## src/rtl/core/multi_reader_broadcast_ring_assert.svh

```systemverilog
// Assertion macros used by the broadcast ring controller.
`ifndef MULTI_READER_BROADCAST_RING_ASSERT_SVH
`define MULTI_READER_BROADCAST_RING_ASSERT_SVH
`ifndef SYNTHESIS
// Check that prop holds at every clock edge outside reset.
`define MRBR_ASSERT(lbl, clk, rst_n, prop) \
  lbl: assert property (@(posedge clk) disable iff (!rst_n) (prop)) \
    else $error("mrbr assertion failed");
// Check that cons holds in the clock cycle after ante.
`define MRBR_ASSERT_NEXT(lbl, clk, rst_n, ante, cons) \
  lbl: assert property (@(posedge clk) disable iff (!rst_n) (ante) |=> (cons)) \
    else $error("mrbr assertion failed");
`else
`define MRBR_ASSERT(lbl, clk, rst_n, prop)
`define MRBR_ASSERT_NEXT(lbl, clk, rst_n, ante, cons)
`endif
`endif

```

## src/rtl/core/mrbr_pkg.sv

```systemverilog
// Types, constants and codes of the broadcast ring.
package mrbr_pkg;

  // Ring depth must be a power of two: slot index is the low position bits.
  localparam int RingDepth  = 16;
  localparam int SlotBits   = $clog2(RingDepth);
  localparam int MaxReaders = 16;
  localparam int CountBits  = $clog2(MaxReaders + 1);
  localparam int WordBits   = 64;

  localparam logic [1:0] ActWrite = 2'd0;
  localparam logic [1:0] ActRead  = 2'd1;
  localparam logic [1:0] ActAdd   = 2'd2;

  localparam logic [1:0] StsOk    = 2'd0;
  localparam logic [1:0] StsBusy  = 2'd1;
  localparam logic [1:0] StsNack  = 2'd2;
  localparam logic [1:0] StsLimit = 2'd3;

  typedef struct packed {
    logic [1:0]  action;
    logic [63:0] message_word;
    logic [31:0] reader_position;
  } in_item_t;

  typedef struct packed {
    logic [1:0]  status;
    logic [63:0] read_word;
    logic [31:0] next_position;
  } out_item_t;

  // Controller to datapath.
  typedef struct packed {
    logic load;
    logic exec;
  } dp_cmd_t;

  // Datapath to controller.
  typedef struct packed {
    logic result_valid;
  } dp_sts_t;

endpackage

```

## src/rtl/core/mrbr_ram.sv

```systemverilog
// Generic single-port-write, registered-read RAM.
module mrbr_ram #(
  parameter int Width = 8,
  parameter int Depth = 16
) (
  input  logic                     clk_i,
  input  logic                     we_i,
  input  logic [$clog2(Depth)-1:0] waddr_i,
  input  logic [Width-1:0]         wdata_i,
  input  logic [$clog2(Depth)-1:0] raddr_i,
  output logic [Width-1:0]         rdata_o
);

  logic [Width-1:0] mem_q [Depth];
  logic [Width-1:0] rdata_q;

  always_ff @(posedge clk_i) begin
    if (we_i) begin
      mem_q[waddr_i] <= wdata_i;
    end
    rdata_q <= mem_q[raddr_i];
  end

  assign rdata_o = rdata_q;

endmodule

```

## src/rtl/core/mrbr_ctrl.sv

```systemverilog
// Controller of the broadcast ring: capture and execute sequencing.
`include "multi_reader_broadcast_ring_assert.svh"
module mrbr_ctrl import mrbr_pkg::*; (
  input  logic    clk_i,
  input  logic    rst_ni,
  input  logic    start_i,
  input  dp_sts_t sts_i,
  output dp_cmd_t cmd_o,
  output logic    busy_o
);

  localparam logic StateIdle = 1'b0;
  localparam logic StateExec = 1'b1;

  logic state_q, state_d;

  always_comb begin
    state_d   = state_q;
    cmd_o     = '0;
    case (state_q)
      StateIdle: begin
        if (start_i) begin
          cmd_o.load = 1'b1;
          state_d    = StateExec;
        end
      end
      StateExec: begin
        cmd_o.exec = 1'b1;
        state_d    = StateIdle;
      end
      default: state_d = StateIdle;
    endcase
  end

  always_ff @(posedge clk_i or negedge rst_ni) begin
    if (!rst_ni) begin
      state_q <= StateIdle;
    end else begin
      state_q <= state_d;
    end
  end

  assign busy_o = (state_q == StateExec);

  `MRBR_ASSERT_NEXT(a_accept_goes_busy, clk_i, rst_ni, start_i && !busy_o, busy_o)
  `MRBR_ASSERT_NEXT(a_exec_one_cycle, clk_i, rst_ni, busy_o, !busy_o)
  `MRBR_ASSERT_NEXT(a_exec_gives_result, clk_i, rst_ni, cmd_o.exec, sts_i.result_valid)
  `MRBR_ASSERT(a_result_only_after_exec, clk_i, rst_ni, !sts_i.result_valid || !busy_o)

endmodule

```

## src/rtl/core/mrbr_dp.sv

```systemverilog
// Datapath of the broadcast ring: slot store, counters and result register.
module mrbr_dp import mrbr_pkg::*; (
  input  logic      clk_i,
  input  logic      rst_ni,
  input  dp_cmd_t   cmd_i,
  input  in_item_t  item_i,
  output dp_sts_t   sts_o,
  output out_item_t result_o
);

  in_item_t              item_q;
  logic [CountBits-1:0]  pending_q [RingDepth];
  logic [31:0]           write_index_q, write_index_d;
  logic [CountBits-1:0]  reader_total_q, reader_total_d;
  out_item_t             result_q, result_d;
  logic                  valid_q;

  logic [SlotBits-1:0]   raddr;
  logic [SlotBits-1:0]   slot;
  logic [CountBits-1:0]  pend;
  logic [WordBits-1:0]   rdata;
  logic                  ram_we;
  logic                  pend_we;
  logic [CountBits-1:0]  pend_wdata;

  // Word read is launched in the capture cycle from the incoming item.
  assign raddr = (item_i.action == ActRead) ? item_i.reader_position[SlotBits-1:0]
                                            : write_index_q[SlotBits-1:0];

  mrbr_ram #(
    .Width (WordBits),
    .Depth (RingDepth)
  ) u_words (
    .clk_i   (clk_i),
    .we_i    (ram_we),
    .waddr_i (slot),
    .wdata_i (item_q.message_word[WordBits-1:0]),
    .raddr_i (raddr),
    .rdata_o (rdata)
  );

  assign slot = (item_q.action == ActRead) ? item_q.reader_position[SlotBits-1:0]
                                           : write_index_q[SlotBits-1:0];
  assign pend = pending_q[slot];

  always_comb begin
    write_index_d  = write_index_q;
    reader_total_d = reader_total_q;
    ram_we         = 1'b0;
    pend_we        = 1'b0;
    pend_wdata     = pend;
    result_d       = '0;
    result_d.status = StsNack;
    case (item_q.action)
      ActWrite: begin
        if (pend != '0) begin
          result_d.status = StsBusy;
        end else begin
          result_d.status = StsOk;
          ram_we          = cmd_i.exec;
          pend_we         = cmd_i.exec;
          pend_wdata      = reader_total_q;
          write_index_d   = write_index_q + 32'd1;
        end
      end
      ActRead: begin
        if (pend != '0 && item_q.reader_position < write_index_q) begin
          result_d.status        = StsOk;
          result_d.read_word     = 64'(rdata);
          result_d.next_position = item_q.reader_position + 32'd1;
          pend_we                = cmd_i.exec;
          pend_wdata             = pend - CountBits'(1);
        end
      end
      ActAdd: begin
        result_d.next_position = write_index_q;
        if (reader_total_q >= CountBits'(MaxReaders)) begin
          result_d.status = StsLimit;
        end else begin
          result_d.status = StsOk;
          reader_total_d  = reader_total_q + CountBits'(1);
        end
      end
      default: result_d.status = StsNack;
    endcase
  end

  always_ff @(posedge clk_i) begin
    if (cmd_i.load) begin
      item_q <= item_i;
    end
    if (cmd_i.exec) begin
      result_q <= result_d;
    end
  end

  always_ff @(posedge clk_i or negedge rst_ni) begin
    if (!rst_ni) begin
      write_index_q  <= '0;
      reader_total_q <= '0;
      valid_q        <= 1'b0;
      for (int i = 0; i < RingDepth; i++) begin
        pending_q[i] <= '0;
      end
    end else begin
      valid_q <= cmd_i.exec;
      if (cmd_i.exec) begin
        write_index_q  <= write_index_d;
        reader_total_q <= reader_total_d;
      end
      if (pend_we) begin
        pending_q[slot] <= pend_wdata;
      end
    end
  end

  assign sts_o.result_valid = valid_q;
  assign result_o           = result_q;

endmodule

```

## src/rtl/core/multi_reader_broadcast_ring.sv

```systemverilog
// Top level of the broadcast ring buffer with per-slot reader counts.
//
// Usage:
// - Input channel: present a transaction on in_i and raise start_i; it is
//   taken at the rising edge where start_i is high and busy_o is low.
//   in_i carries the action (write, read at position, add reader), the
//   message word and the reader position.
// - Result channel: every transaction yields exactly one result on result_o,
//   shown for one cycle with result_valid_o high. The receiver cannot stall
//   it, so sample it in that cycle.
// - Result timing: the result is registered at the end of the execute cycle.
// - Pacing: no new transaction is taken while busy_o is high. The slot word
//   store has a registered read port, so the capture cycle launches the read
//   and the execute cycle does the read-modify-write of the slot count; busy_o
//   is high during the execute cycle.
// - A new transaction may be accepted in the cycle its predecessor's result
//   is shown; the result register holds the two apart.
// - Reset: write index, reader count and all slot counts go to zero at once;
//   slot words are undefined until written, and no read can reach one that
//   was never written.
module multi_reader_broadcast_ring import mrbr_pkg::*; (
  input  logic      clk_i,
  input  logic      rst_ni,
  input  logic      start_i,
  input  in_item_t  in_i,
  output logic      busy_o,
  output logic      result_valid_o,
  output out_item_t result_o
);

  dp_cmd_t cmd;
  dp_sts_t sts;

  // Sequence capture and execute; hold off new transactions while executing.
  mrbr_ctrl u_ctrl (
    .clk_i   (clk_i),
    .rst_ni  (rst_ni),
    .start_i (start_i),
    .sts_i   (sts),
    .cmd_o   (cmd),
    .busy_o  (busy_o)
  );

  // Hold the slot store, counters and the result register.
  mrbr_dp u_dp (
    .clk_i    (clk_i),
    .rst_ni   (rst_ni),
    .cmd_i    (cmd),
    .item_i   (in_i),
    .sts_o    (sts),
    .result_o (result_o)
  );

  assign result_valid_o = sts.result_valid;

endmodule
```

## config.mk

```make
export PLATFORM = sky130hd
export DESIGN_NAME = multi_reader_broadcast_ring
export DESIGN_NICKNAME = d
export VERILOG_FILES = /design/src/rtl/core/mrbr_pkg.sv /design/src/rtl/core/mrbr_ram.sv /design/src/rtl/core/mrbr_ctrl.sv /design/src/rtl/core/mrbr_dp.sv /design/src/rtl/core/multi_reader_broadcast_ring.sv
export VERILOG_INCLUDE_DIRS = /design/src /design/src/rtl/core
export SDC_FILE = /design/constraint.sdc
export NUM_CORES = 2
export LEC_CHECK = 0
export BUFFER_PORTS_ARGS = -buffer_cell sky130_fd_sc_hd__clkbuf_2
export CORE_MARGIN = 5
export CORE_UTILIZATION = 50
export CTS_CLUSTER_SIZE = 10
export DETAILED_ROUTE_END_ITERATION = 8
export PLACE_DENSITY = 0.77
export SYNTH_ARGS = -nofsm -noshare
export SYNTH_HDL_FRONTEND = slang
export SYNTH_HIERARCHICAL = 1
export SYNTH_SLANG_ARGS = --single-unit
```

## constraint.sdc

```tcl
create_clock -name clk_i -period 8.2 [get_ports clk_i]
set_input_delay 0.41 -clock clk_i [delete_from_list [all_inputs] [get_ports clk_i]]
set_output_delay 0.41 -clock clk_i [all_outputs]
set_load 0.02 [all_outputs]
```

=== After elaboration in Yosys (flattened, before gate mapping) ===
Memories as Yosys holds them, arrays and structs flattened. A register that Yosys moved wholly into a read port is not among the register bits.
Index checks and enable logic that the tools add are counted.

* Register bits: 315
* Bits in writable memories: 1024
* Input port bits: 101
* Logic and storage cells: 75
* Memories kept: 1

{| class="wikitable"
|+ Memory list
! name !! words !! width !! rd ports !! clocked after Yosys merged registers in !! write ports !! line !! RTL
|-
| u_dp.u_words.mem_q || 16 || 64 || 1 || 1 || 1 || mrbr_ram.sv:14 || <nowiki>logic [Width-1:0] mem_q [Depth];</nowiki>
|}

* $add $sub $neg: 4
* $lt $le $gt $ge: 4
* Equality and inequality tests: 3
* Mux-type cells: 26
* Bitwise operators: 4
* Reduce and logical (&&, ||, !) cells: 7

{| class="wikitable"
|+ Operators with widths
! kind !! number
|-
| $mux 98 || 1
|-
| $bwmux 80 || 1
|-
| $add 32x1->32 const B || 2
|-
| $pmux 32 s2 || 1
|-
| $lt 32x32->1 || 1
|-
| $mux 5 || 5
|-
| $bmux 5 s4 || 1
|-
| $demux 5 s4 || 1
|-
| $ge 5x5->1 const B || 2
|-
| $pmux 5 s2 || 1
|-
| $mux 1 || 9
|-
| $mux 4 || 2
|-
| $pmux 2 s3 || 1
|-
| $reduce_and 3->1 || 2
|-
| $add 5x1->5 const B || 1
|-
| $lt 5x1->1 const B || 1
|-
| $not 4->5 || 1
|-
| $reduce_bool 5->1 || 1
|-
| $sub 5x1->5 const B || 1
|-
| $eq 2x1->1 const B || 2
|-
| $pmux 1 s2 || 2
|-
| $not 1->1 || 3
|-
| $eq 2x2->1 const B || 1
|-
| $logic_and 1x1->1 || 2
|-
| 3 further kinds || 3
|}

=== Longest topological paths before layout ===
* Depth after elaboration: 11
* Gate-level depth with buffers: 19

=== Hierarchy ===
The synthesis kept the hierarchy.

{| class="wikitable"
|+ By module, submodules not included
! module !! times used !! cells each !! area an instance (µm²) !! seq. area each (µm²)
|-
| mrbr_ram || 1 || 1647 || 39581.7 || 32030.7
|-
| mrbr_dp || 1 || 1040 || 14241.2 || 8838.5
|-
| mrbr_ctrl || 1 || 4 || 53.8 || 25.0
|}

=== Worst setup path after synthesis ===
OpenSTA, ideal clock, no wires.

* Kind: register -> register
* Start: register u_dp/item_q[96] (netlist name)
* End: memory u_dp/u_words/mem_q[0][0] (netlist name), enable pin
* Data arrival time: 8.260 ns
* Required time: 7.635 ns
* Path slack: -0.625 ns
* Cell stages (with the launch flop): 19
* Path buffers: 4
* Cell sequence: edfxtp_1 > ha_1 > buf_6 > mux2i_1 > inv_2 > buf_1 > mux4_2 > a22oi_1 > nand2_1 > inv_1 > ha_1 > inv_1 > nor4b_4 > buf_4 > nand3_2 > inv_2 > buf_2 > or3b_2 > nor3_1

* Longest elaborated chain between the ends: 11

{| class="wikitable"
|+ RTL lines
! element !! line !! RTL
|-
| start, declared || mrbr_dp.sv:11 || <nowiki>in_item_t item_q;</nowiki>
|-
| start signal, assigned || mrbr_dp.sv:90 || <nowiki>item_q <= item_i;</nowiki>
|-
| $eq 2x1->1 || mrbr_dp.sv:42 || <nowiki>assign slot = (item_q.action == ActRead) ? item_q.reader_position[SlotBits-1:0]</nowiki>
|-
| $mux 4 || mrbr_dp.sv:42 ||
|-
| named net u_dp.slot[1] || mrbr_dp.sv:19 || <nowiki>logic [SlotBits-1:0] slot;</nowiki>
|-
| $not 4->5 (not written as such) || mrbr_dp.sv:44 || <nowiki>assign pend = pending_q[slot];</nowiki>
|-
| $bmux 5 s4 || mrbr_dp.sv:44 ||
|-
| $mux 5 (not written as such) (2 in series) || mrbr_dp.sv:44 ||
|-
| $reduce_bool 5->1 || mrbr_dp.sv:56 || <nowiki>if (pend != '0) begin</nowiki>
|-
| $mux 1 || mrbr_dp.sv:56 ||
|-
| $mux 1 || mrbr_dp.sv:54 || <nowiki>case (item_q.action)</nowiki>
|-
| named net u_dp.ram_we || mrbr_dp.sv:22 || <nowiki>logic ram_we;</nowiki>
|-
| $mux 1 || mrbr_ram.sv:18 || <nowiki>if (we_i) begin</nowiki>
|-
| $mux 1 (not written as such) || mrbr_ram.sv:19 || <nowiki>mem_q[waddr_i] <= wdata_i;</nowiki>
|-
| end, declared || mrbr_ram.sv:14 ||
|}

The timed path passes the listed nets, and every way through them passes these cells. The select of a mux whose other input is x is not followed.

=== Worst setup path in the final report ===
* Start: register u_dp/item_q[97] (netlist name)
* End: memory u_dp/u_words/mem_q[7][53] (netlist name), enable pin

* Longest elaborated chain between the ends: 11

{| class="wikitable"
|+ RTL lines
! element !! line
|-
| $eq 2x1->1 || mrbr_dp.sv:42
|-
| $mux 4 || mrbr_dp.sv:42
|-
| $not 4->5 (not written as such) || mrbr_dp.sv:44
|-
| $bmux 5 s4 || mrbr_dp.sv:44
|-
| $mux 5 (not written as such) (2 in series) || mrbr_dp.sv:44
|-
| $reduce_bool 5->1 || mrbr_dp.sv:56
|-
| $mux 1 || mrbr_dp.sv:56
|-
| $mux 1 || mrbr_dp.sv:54
|-
| $mux 1 || mrbr_ram.sv:18
|-
| $mux 1 (not written as such) || mrbr_ram.sv:19
|}

Parallel ways exist; a longest one is shown, timed or not. The select of a mux whose other input is x is not followed.

==> flow_metrics.env <==
export IMPL_outcome="finished, final reports clean"
export IMPL_power_frac_comb_pct=15.8
export IMPL_antenna_found_initial=7
export IMPL_synth_area_sq_um=53900
export IMPL_stdcell_count=4613
export IMPL_dp_slack_ns=1.34
export IMPL_postCtsSetupRepairBufs=0
export IMPL_syn_to_final_growth_pct=15.9
export IMPL_crit_fanout=26
export IMPL_fin_crit_sh_pct=86.4
export IMPL_final_nets=3214
export IMPL_syn_avg_cell_area_sq_um=20.0
export IMPL_fmax_ghz=0.141
export IMPL_synthTopCellsByCount="edfxtp_1, mux4_2, a22oi_1"
export IMPL_hold_class="primary input to async pin"
export IMPL_layout_min_cycle_time_ns=7.08
export IMPL_critPathBufInv=6
export IMPL_hold_viol=0
export IMPL_vias=27936
export IMPL_cp_common_cell="inv_1"
export IMPL_dieArea_sq_um=114000
export IMPL_timing_rr_end="u_dp/u_words/mem_q[7][53]"
export IMPL_grt_max_degree=127
export IMPL_synth_seq_cells=1403
export IMPL_overflow=0
export IMPL_path_class="flop to flop"
export IMPL_routedWlPerCell_microns=27.7
export IMPL_power_density_nw_per_um2=283
export IMPL_r2r_slack_ns=1.12
export IMPL_num_rows=120
export IMPL_seqPwrFrac_pct=47.2
export IMPL_switching_share_pct=25.7
export IMPL_intPower_mw=13.1
export IMPL_root_buffer="clkbuf_16"
export IMPL_htreeDepth=4
export IMPL_yosysSeqAreaShare_pct=75.9
export IMPL_yosys_warnings=6
export IMPL_ys_flop_type="edfxtp_1"
export IMPL_grt_pass1_wl_mm=192
export IMPL_dp_hpwl_mm=69.2
export IMPL_slew_headroom_pct=13.6
export IMPL_ir_drop_uv=225
export IMPL_worst_pin_slew_ns=1.28
export IMPL_cts_tree="built"
export IMPL_path_cells="inv_1, ha_1, mux2i_4, inv_2, mux4_2, a22oi_1, nand2_1, inv_1, ha_1, inv_1, nor4b_4, nand3_2, inv_2, nand3b_1, nor2_4, buf_4"
export IMPL_clockBufferDepth=3
export IMPL_p_sw_mw=4.55
export IMPL_die_h_microns=338
export IMPL_rsz0062_at_grt="no"
export IMPL_synth_cells=2691
export IMPL_drc_errors=0
export IMPL_syn_num_nets=2832
export IMPL_synth_area_top_cells="edfxtp_1, mux4_2, dfrtp_1"
export IMPL_holdWs_ns=0.309
export IMPL_path_delay_family="simple AND/OR/NAND/NOR gates"
export IMPL_drive_gt1_share_pct=24.3
export IMPL_routabilityCongestion=0.872
export IMPL_synth_top_area_share_pct=68.0
export IMPL_drt_pass1_iter_count=5
export IMPL_cap_violations=0
export IMPL_fin_ws_ns=1.12
export IMPL_core_sq_um=107000
export IMPL_first_global_vias=29520
export IMPL_fin_tns_setup_ns=0
export IMPL_numCtsBuffers=160
export IMPL_leakage_nw=21.1
export IMPL_fp_dieW_microns=338
export IMPL_skew_ns=0.0339
export IMPL_yosysMostFrequentCell="edfxtp_1"
export IMPL_r2r_cells=16
export IMPL_worstSkewPairLatency_ns=0.76
export IMPL_startpoint_type="flop"
export IMPL_start_util_pct=50.3
export IMPL_synth_edf_count=1220
export IMPL_post_route_util_pct=58.3
export IMPL_r2r_start="u_dp/item_q[97]"
export IMPL_yosys_cell_types_count=71
export IMPL_arrival_ns=7.48
export IMPL_cts_sinks=1403
export IMPL_grt_usage_pct=22.3
export IMPL_port_buffers=200
export IMPL_end_kind="flop"
export IMPL_avgViaCountPerCell=6.06
export IMPL_cpPeakStageDelay_ns=0.77
export IMPL_finalWirelength_mm=128
export IMPL_dp_cells=4215
export IMPL_drtIter0Drc=3215
export IMPL_fillers=7387
export IMPL_crit_required_ns=8.60
export IMPL_setup_viol=0
export IMPL_boundaryPins=201
export IMPL_synth_async_reset_ratio_pct=8.48
export IMPL_yosysTopAreaCell="edfxtp_1"
export IMPL_drv_slew=0
export IMPL_clk_pin_slew_ns=0.06
export IMPL_postRouteAntennaNets=0
export IMPL_p_clk_share_pct=37.0
export IMPL_cpMaxStageDelayCell="nor4b_4"
sequential cells by signal, indices dropped and copies added (netlist names):
name                  cells
u_dp/write_index_q       32
u_dp/sts_o                1
u_dp/item_q              98
u_dp/result_o            98
u_dp/reader_total_q       5
u_dp/u_words/rdata_o     64
u_dp/u_words/mem_q     1024
u_dp/pending_q           80
u_ctrl/busy_o             1
metrics by stage:
stage               power, mW  instance area (sq um)
finish                   17.7                  62400
global route             18.3                  62400
CTS                      17.8                  62400
detailed placement       11.2                  56700
global placement         11.1                  56700
floorplan                10.4                  53900
power by group through the flow:
stage / registers, mW / clock network, mW / logic, mW
finish: 8.34 / 6.54 / 2.79
global route: 8.37 / 6.99 / 2.98
CTS: 8.34 / 6.64 / 2.80
detailed placement: 8.47 / 0 / 2.70
global placement: 8.46 / 0 / 2.68
floorplan: 8.40 / 0 / 2.05
placed cells by master (no fill, tap or decap), types with 11 or more instances in the layout:
cell	Yosys	routed
a31oi_1	11	11
dfrtp_1	119	118
edfxtp_1	1220	1220
dfxtp_1	64	64
clkbuf_16	0	162
and3_1	16	16
nand3_1	30	30
xor2_1	13	13
nor3_1	21	17
nand2_1	110	110
clkbuf_2	0	199
mux2_1	49	49
xnor2_1	51	51
nor2_1	29	15
nor2_4	0	14
dlygate4sd3_1	0	99
and2_1	71	70
clkbuf_1	67	118
a22oi_1	165	165
o21ai_0	18	17
mux2_2	16	15
nor2b_1	35	33
buf_4	11	45
a21oi_1	27	27
nand4_1	25	25
mux4_2	269	269
ha_1	40	40
inv_1	43	43
how the worst max path moves through the flow:
stage / start / end / cells past startpoint
2_1_floorplan: u_dp/item_q[96] / u_dp/u_words/mem_q[4][0] / 18
3_3_place_gp: u_dp/item_q[97] / u_dp/u_words/mem_q[6][38] / 16
3_5_place_dp: u_dp/item_q[97] / u_dp/u_words/mem_q[6][37] / 16
4_1_cts: u_dp/item_q[97] / u_dp/u_words/mem_q[6][55] / 16
5_1_grt: u_dp/item_q[97] / u_dp/u_words/mem_q[6][37] / 16
6_report: u_dp/item_q[97] / u_dp/u_words/mem_q[7][53] / 16
final cells by class:
class / instances / area, sq um / area share (%)
flip-flops and latches: 1403 / 40900 / 65.5
multi-input cells: 1109 / 12300 / 19.7
clock buffers: 283 / 4540 / 7.27
repair buffers: 353 / 2520 / 4.04
well taps: 1403 / 1760 / 2.81
clock inverters: 15 / 262 / 0.419
inverters: 46 / 173 / 0.277
diodes: 1 / 2.50 / 0.00401
layer usage:
layer  vias to the layer above  global-route usage (%)  share of wire, %
met5                         -                       0             0.016
met4                         4                    7.33               2.9
met3                       248                    5.29               9.5
met2                      1600                    37.2                50
met1                     14392                    29.4                37
li1                      11692                       -                 -
repair_timing:
action | CTS | global route
resized for setup | 0 | 0
endpoints found under the hold margin | 150 | 0
setup endpoints to repair | 0 | 0
hold buffers | 99 | 0
kinds of logic (layout without fill, tap and decap cells):
group,count (synthesis),after routing,share of synthesized area [%]
muxes,339,339,12.7
buffers and inverters,179,697,1.61
AOI/OAI and AO/OA,275,275,3.73
DFF,1403,1403,75.9
xor gates and xnor gates,64,64,1.04
adders and majority gates,40,40,0.929
and+or+nand+nor,391,391,4.06
other,0,1,0
Power figures use the tool's default switching activity.
